$ cat src/rtl/srcc_pkg.sv
// Shared types and constants for the seed rectangle conflict checker.
package srcc_pkg;

  localparam int COORD_W = 9;
  localparam int EPOCH_W = 3;
  localparam int LBL_W   = 2;
  localparam int WORD_W  = EPOCH_W + LBL_W;

  localparam logic [1:0] FUNC_START = 2'd0;
  localparam logic [1:0] FUNC_RECT  = 2'd1;
  localparam logic [1:0] FUNC_MASK  = 2'd2;
  localparam logic [1:0] FUNC_FIN   = 2'd3;

  localparam logic [2:0] CODE_OK       = 3'd0;
  localparam logic [2:0] CODE_OOB      = 3'd1;
  localparam logic [2:0] CODE_CONFLICT = 3'd2;
  localparam logic [2:0] CODE_NO_BG    = 3'd3;
  localparam logic [2:0] CODE_NO_OBJ   = 3'd4;

  localparam logic [1:0] ERR_NONE     = 2'd0;
  localparam logic [1:0] ERR_OOB      = 2'd1;
  localparam logic [1:0] ERR_CONFLICT = 2'd2;

  localparam logic [LBL_W-1:0] LBL_NONE = 2'd0;
  localparam logic [LBL_W-1:0] LBL_BG   = 2'd1;
  localparam logic [LBL_W-1:0] LBL_OBJ  = 2'd2;

  localparam logic [1:0] CFG_IMAGE_W = 2'd0;
  localparam logic [1:0] CFG_IMAGE_H = 2'd1;
  localparam logic [1:0] CFG_MASK_W  = 2'd2;
  localparam logic [1:0] CFG_MASK_H  = 2'd3;

  typedef struct packed {
    logic       accept;
    logic [1:0] func;
    logic       paint_rd;
    logic       paint_wr;
    logic       mask_eval;
    logic       clr_step;
    logic       load_out;
    logic       load_fin;
  } srcc_cmd_t;

  typedef struct packed {
    logic rect_go;
    logic pix_last;
    logic epoch_wrap;
    logic clr_last;
  } srcc_sts_t;

endpackage

$ cat src/rtl/srcc_ctrl.sv
// Sequencing state machine for the seed rectangle conflict checker.
module srcc_ctrl
  import srcc_pkg::*;
(
  input  logic      clk,
  input  logic      rst_n,
  input  logic      in_valid,
  input  logic [1:0] in_func,
  output logic      in_stall,
  output logic      out_valid,
  input  logic      out_stall,
  input  srcc_sts_t sts,
  output srcc_cmd_t cmd
);

  localparam logic [2:0] ST_CLR  = 3'd0;
  localparam logic [2:0] ST_IDLE = 3'd1;
  localparam logic [2:0] ST_PRD  = 3'd2;
  localparam logic [2:0] ST_PWR  = 3'd3;
  localparam logic [2:0] ST_MASK = 3'd4;

  logic [2:0] state_r, state_nxt;
  logic       out_valid_r, out_valid_nxt;
  logic       accept;

  assign in_stall = (state_r != ST_IDLE) || (out_valid_r && out_stall);
  assign accept   = in_valid && !in_stall;

  always_comb begin
    state_nxt     = state_r;
    cmd           = '0;
    cmd.accept    = accept;
    cmd.func      = in_func;
    unique case (state_r)
      ST_CLR: begin
        cmd.clr_step = 1'b1;
        if (sts.clr_last) begin
          state_nxt = ST_IDLE;
        end
      end
      ST_IDLE: begin
        if (accept) begin
          unique case (in_func)
            FUNC_START: begin
              cmd.load_out = 1'b1;
              if (sts.epoch_wrap) begin
                state_nxt = ST_CLR;
              end
            end
            FUNC_RECT: begin
              if (sts.rect_go) begin
                state_nxt = ST_PRD;
              end else begin
                cmd.load_out = 1'b1;
              end
            end
            FUNC_MASK: begin
              state_nxt = ST_MASK;
            end
            FUNC_FIN: begin
              cmd.load_out = 1'b1;
              cmd.load_fin = 1'b1;
            end
            default: ;
          endcase
        end
      end
      ST_PRD: begin
        cmd.paint_rd = 1'b1;
        state_nxt    = ST_PWR;
      end
      ST_PWR: begin
        cmd.paint_wr = 1'b1;
        if (sts.pix_last) begin
          cmd.load_out = 1'b1;
          state_nxt    = ST_IDLE;
        end else begin
          state_nxt = ST_PRD;
        end
      end
      ST_MASK: begin
        cmd.mask_eval = 1'b1;
        cmd.load_out  = 1'b1;
        state_nxt     = ST_IDLE;
      end
      default: begin
        state_nxt = ST_IDLE;
      end
    endcase
  end

  assign out_valid_nxt = cmd.load_out || (out_valid_r && out_stall);
  assign out_valid     = out_valid_r;

  always_ff @(posedge clk) begin
    if (!rst_n) begin
      state_r     <= ST_CLR;
      out_valid_r <= 1'b0;
    end else begin
      state_r     <= state_nxt;
      out_valid_r <= out_valid_nxt;
    end
  end

endmodule

$ cat config.mk
export PLATFORM = sky130hd
export DESIGN_NAME = srcc_ctrl
export DESIGN_NICKNAME = d
export VERILOG_FILES = /design/src/rtl/srcc_pkg.sv /design/src/rtl/srcc_ctrl.sv
export SDC_FILE = /design/constraint.sdc
export NUM_CORES = 1
export LEC_CHECK = 0
export BUFFER_PORTS_ARGS = -buffer_cell sky130_fd_sc_hd__buf_4
export CELL_PAD_IN_SITES_DETAIL_PLACEMENT = 1
export CELL_PAD_IN_SITES_GLOBAL_PLACEMENT = 1
export CORE_MARGIN = 5
export CORE_UTILIZATION = 28
export CTS_BUF_LIST = sky130_fd_sc_hd__clkbuf_4
export CTS_CLUSTER_DIAMETER = 150
export DETAILED_ROUTE_END_ITERATION = 8
export MAX_ROUTING_LAYER = met4
export PLACE_DENSITY = 0.76
export SYNTH_ARGS = -nofsm -noshare
export SYNTH_HDL_FRONTEND = slang
export SYNTH_SLANG_ARGS = --single-unit
$ cat constraint.sdc
create_clock -name clk -period 1.8 [get_ports clk]
set_clock_uncertainty 0.2 [all_clocks]
set_input_delay 0.09 -clock clk [delete_from_list [all_inputs] [get_ports clk]]
set_output_delay 0.09 -clock clk [all_outputs]
set_load 0.005 [all_outputs]
==> tab_implementation.tex <==
\begin{tabular}{lr}
\hline
Metric & Value \\
\hline
\multicolumn{2}{l}{\textbf{Synthesis}} \\
Mux cell area share after synthesis & 0\% \\
Adder and majority gate portion of the synthesized area & 16.13\% \\
Number of flip-flops and latches in the synthesized netlist & 4 \\
Cell types occupying the most area after synthesis & sky130\_fd\_sc\_hd\_\_dfxtp\_1 (21\%), sky130\_fd\_sc\_hd\_\_ha\_1 (16\%), sky130\_fd\_sc\_hd\_\_nand2\_1 (6.8\%) \\
Cell Area, Synth & 387.9 um2 \\
Post-synthesis cell count & 46 \\
Dominant combinational cell family by area after synthesis & simple AND/OR/NAND/NOR gates \\
Yosys synthesis warning count & 0 \\
Avg Synthesized Cell Area & 8.432 um2 \\
Share of the synthesized area in the top cell type & 20.65\% \\
Total nets after synthesis & 61 \\
Post-synthesis cell type with the largest combined area & sky130\_fd\_sc\_hd\_\_dfxtp\_1 \\
Post-synthesis xor/xnor area fraction & 0\% \\
Seq/Total Area, Yosys & 20.65\% \\
Fraction of the mapped netlist area in compound gates & 16.45\% \\
Share of synthesized cell area in and, or, nand and nor gates & 35.81\% \\
Count of distinct cell types in the synthesized netlist & 22 \\
\multicolumn{2}{l}{\textbf{Pwr}} \\
Total leakage power & 0.3349 nW \\
Power dissipated by switching net loads & 0.08820 mW \\
Post-layout total power & 0.3122 mW \\
Share of power burned in the clock network & 38.7\% \\
Internal power & 0.2240 mW \\
PD cells & 481.6 nW/um2 \\
Part of the power in combinational logic & 31.6\% \\
Part of the total power dissipated in sequential elements & 29.7\% \\
Switching portion of total power & 28.26\% \\
Worst voltage drop across the vdd grid & 279.9 uV \\
\multicolumn{2}{l}{\textbf{Timing}} \\
Worst slew slack as a fraction of its limit & 72.78\% \\
Number of pins exceeding their max-slew limit in the final report & 0 \\
Maximum frequency from static timing analysis & 0.5743 GHz \\
Share of the cycle needed by the critical path after routing & 96.74\% \\
Time the worst path needs with I/O delays and setup & 1741 ps \\
PnR worst setup slack & 58.70 ps \\
Number of hold violations in the final report & 0 \\
Worst hold-check slack & 72.10 ps \\
Number of endpoints failing setup at the final stage & 0 \\
Worst Max-Slew Pin Slew & 403.0 ps \\
Final sum of negative setup slack & 0 ps \\
\multicolumn{2}{l}{\textbf{Clock tree}} \\
Clock Sink Count & 4 \\
Worst skew pair latency & 240 ps \\
Cts bufs inserted & 3 \\
Clock tree from TritonCTS & done \\
Longest Clk Path Bufs & 2 \\
Clock transition at the registers of the reported paths & 40 ps \\
Buffer type at the clock tree root & sky130\_fd\_sc\_hd\_\_clkbuf\_4 \\
H-Tree Level Count & 1 \\
\multicolumn{2}{l}{\textbf{Die}} \\
Die ar. & 2230 um2 \\
Total core area & 1301 um2 \\
Height of the die & 47.22 um \\
Std cell rows & 13 \\
Number of top-level pins & 21 \\
Starting utilization of the core area & 29.81\% \\
Horizontal extent of the die & 47.22 um \\
\multicolumn{2}{l}{\textbf{Route}} \\
Routed wire length & 1.202 mm \\
First drt pass iteration count & 2 \\
Vias/cell & 4.692 \\
Total number of vias & 427 \\
Average wire per standard cell & 13.21 um \\
Drt drc & 0 \\
Count of nets left with antenna violations after detail routing & 0 \\
Iteration-0 DRC Markers & 1 \\
\multicolumn{2}{l}{\textbf{Place}} \\
Total of buffers placed on input and output ports & 20 \\
Post-placement worst setup slack & 113.6 ps \\
GP Congestion & 0.7097 \\
Final HPWL from detailed placement & 921.4 um \\
Count of placed standard cells including taps & 81 \\
\multicolumn{2}{l}{\textbf{Job}} \\
Max capacitance violation total & 0 \\
\multicolumn{2}{l}{\textbf{Final layout}} \\
Net count, final & 93 \\
Fraction of layout instances using a drive strength above 1 & 51.32\% \\
Most frequent cells in the layout & sky130\_fd\_sc\_hd\_\_buf\_4 (29), sky130\_fd\_sc\_hd\_\_nand2\_1 (6), sky130\_fd\_sc\_hd\_\_ha\_1 (5) \\
Antenna Cells & 0 \\
Non-Filler Instances & 91 \\
Leading cell type in the layout, fill and taps excluded & sky130\_fd\_sc\_hd\_\_buf\_4 \\
Area growth syn-to-layout & 67.10\% \\
\multicolumn{2}{l}{\textbf{Critical path}} \\
Peak per-stage delay on the critical path & 360 ps \\
Cell breakdown of the critical path & nor3b\_4, and3\_4, and4b\_1, nand2b\_1, buf\_4 \\
Crit Path Max Fanout & 4 \\
WP data required & 1510 ps \\
Cell with the largest stage delay on the worst path & sky130\_fd\_sc\_hd\_\_dfxtp\_4 \\
Type of origin of the critical path & flip-flop \\
Family with the most delay on the worst path & simple AND/OR/NAND/NOR gates \\
CP bufs+invs & 1 \\
Arr. time, crit path & 1450 ps \\
Kind of critical path & flip-flop to output pin \\
Worst setup EP type & output pin \\
\multicolumn{2}{l}{\textbf{GRT}} \\
Total routing usage reported by global routing & 12.07\% \\
First-pass GRT wire length & 1.849 mm \\
Number of antenna violations at the first check in global routing & 0 \\
Via count of the first global-routing pass & 415 \\
Congestion Overflow GR & 0 \\
Largest net degree at the start of global routing & 10 \\
\multicolumn{2}{l}{\textbf{Hold path}} \\
Class of the worst hold path & input pin to flip-flop \\
\multicolumn{2}{l}{\textbf{Status}} \\
Run status & complete, no violations \\
\hline
\end{tabular}
==> routing by layer <==
metal  routed length [um]  vias up  GRT usage [%]
met5                    0        -              -
met4                    0        0          1.657
met3                  115        0          6.130
met2                  613       20          18.98
met1                  474      189          14.00
li1                     -      218              -
==> cell usage after synthesis <==
| cell | count |
|---|---|
| sky130_fd_sc_hd__nand2_1 | 7 |
| sky130_fd_sc_hd__ha_1 | 5 |
| sky130_fd_sc_hd__dfxtp_1 | 4 |
| sky130_fd_sc_hd__inv_1 | 4 |
| sky130_fd_sc_hd__and2_1 | 3 |
| sky130_fd_sc_hd__buf_4 | 3 |
| sky130_fd_sc_hd__a31oi_1 | 2 |
| sky130_fd_sc_hd__nand2b_1 | 2 |
| sky130_fd_sc_hd__nor3_1 | 2 |
| sky130_fd_sc_hd__nor3b_1 | 2 |
| sky130_fd_sc_hd__a2111oi_2 | 1 |
| sky130_fd_sc_hd__a21oi_1 | 1 |
| sky130_fd_sc_hd__and3_4 | 1 |
| sky130_fd_sc_hd__and4b_1 | 1 |
| sky130_fd_sc_hd__buf_2 | 1 |
| sky130_fd_sc_hd__nor2_1 | 1 |
| sky130_fd_sc_hd__nor2b_1 | 1 |
| sky130_fd_sc_hd__nor3b_4 | 1 |
| sky130_fd_sc_hd__o2111ai_2 | 1 |
| sky130_fd_sc_hd__o21a_1 | 1 |
| sky130_fd_sc_hd__o41ai_1 | 1 |
| sky130_fd_sc_hd__or3_1 | 1 |
==> worst min-delay path, stage by stage <==
cell and delay, ps:
sky130_fd_sc_hd__buf_4 110, sky130_fd_sc_hd__o2111ai_2 220, sky130_fd_sc_hd__nor3_1 50
==> worst paths after layout <==
check,start,endpoint,slack [ps],cells past startpoint
worst min-delay path,sts[1],state_r[2]$_SDFFE_PN0P_,70,3
worst max register to register,state_r[2]$_SDFFE_PN0P_,state_r[1]$_SDFFE_PN0P_,180,4
worst min register to register,state_r[2]$_SDFFE_PN0P_,state_r[1]$_SDFFE_PN0P_,250,1
worst max-delay path,state_r[2]$_SDFFE_PN0P_,cmd[1],60,5
==> repair_timing <==
action | CTS | global route
gates cloned | 0 | 0
buffers inserted | 0 | 5
resized for setup | 1 | 3
hold buffers | 2 | 0
endpoints found under the hold margin | 1 | 0
setup endpoints to repair | 1 | 1
pin swaps | 0 | 2
==> flip-flops by register name, summed over array words and instances (netlist names) <==
| register | flops |
|---|---|
| out_valid | 1 |
| state_r | 3 |
==> metrics by stage <==
stage	area [um2]	utilization [%]
global route	648.1	49.81
detailed placement	559.3	42.98
finish	648.1	49.81
CTS	603.1	46.35
floorplan	387.9	-
global placement	559.3	42.98
==> power groups by stage <==
| stage | Clock (mW) | Combinational [mW] | Sequential [mW] |
|---|---|---|---|
| final | 0.121 | 0.0988 | 0.0927 |
| after global placement | 0 | 0.0883 | 0.0954 |
| after CTS | 0.124 | 0.0940 | 0.0939 |
| after detailed placement | 0 | 0.0892 | 0.0952 |
| after floorplan | 0 | 0.0418 | 0.0968 |
| after global routing | 0.130 | 0.109 | 0.0930 |
==> layout make-up <==
class,count,area (um2)
repair buffers,31,237.7
clock buffers,3,22.52
well taps,15,18.77
fillers,164,653.1
inverters,4,15.01
multi-input cells,34,270.3
flip-flops and latches,4,83.83
==> kinds of logic (layout without fill, tap and decap cells) <==
kind of cell / after synthesis / after routing
simple gates: 22 / 22
buf+inv: 8 / 38
compound gates: 7 / 7
fa+ha+maj: 5 / 5
flops: 4 / 4
(Power assumes the default switching activity.)
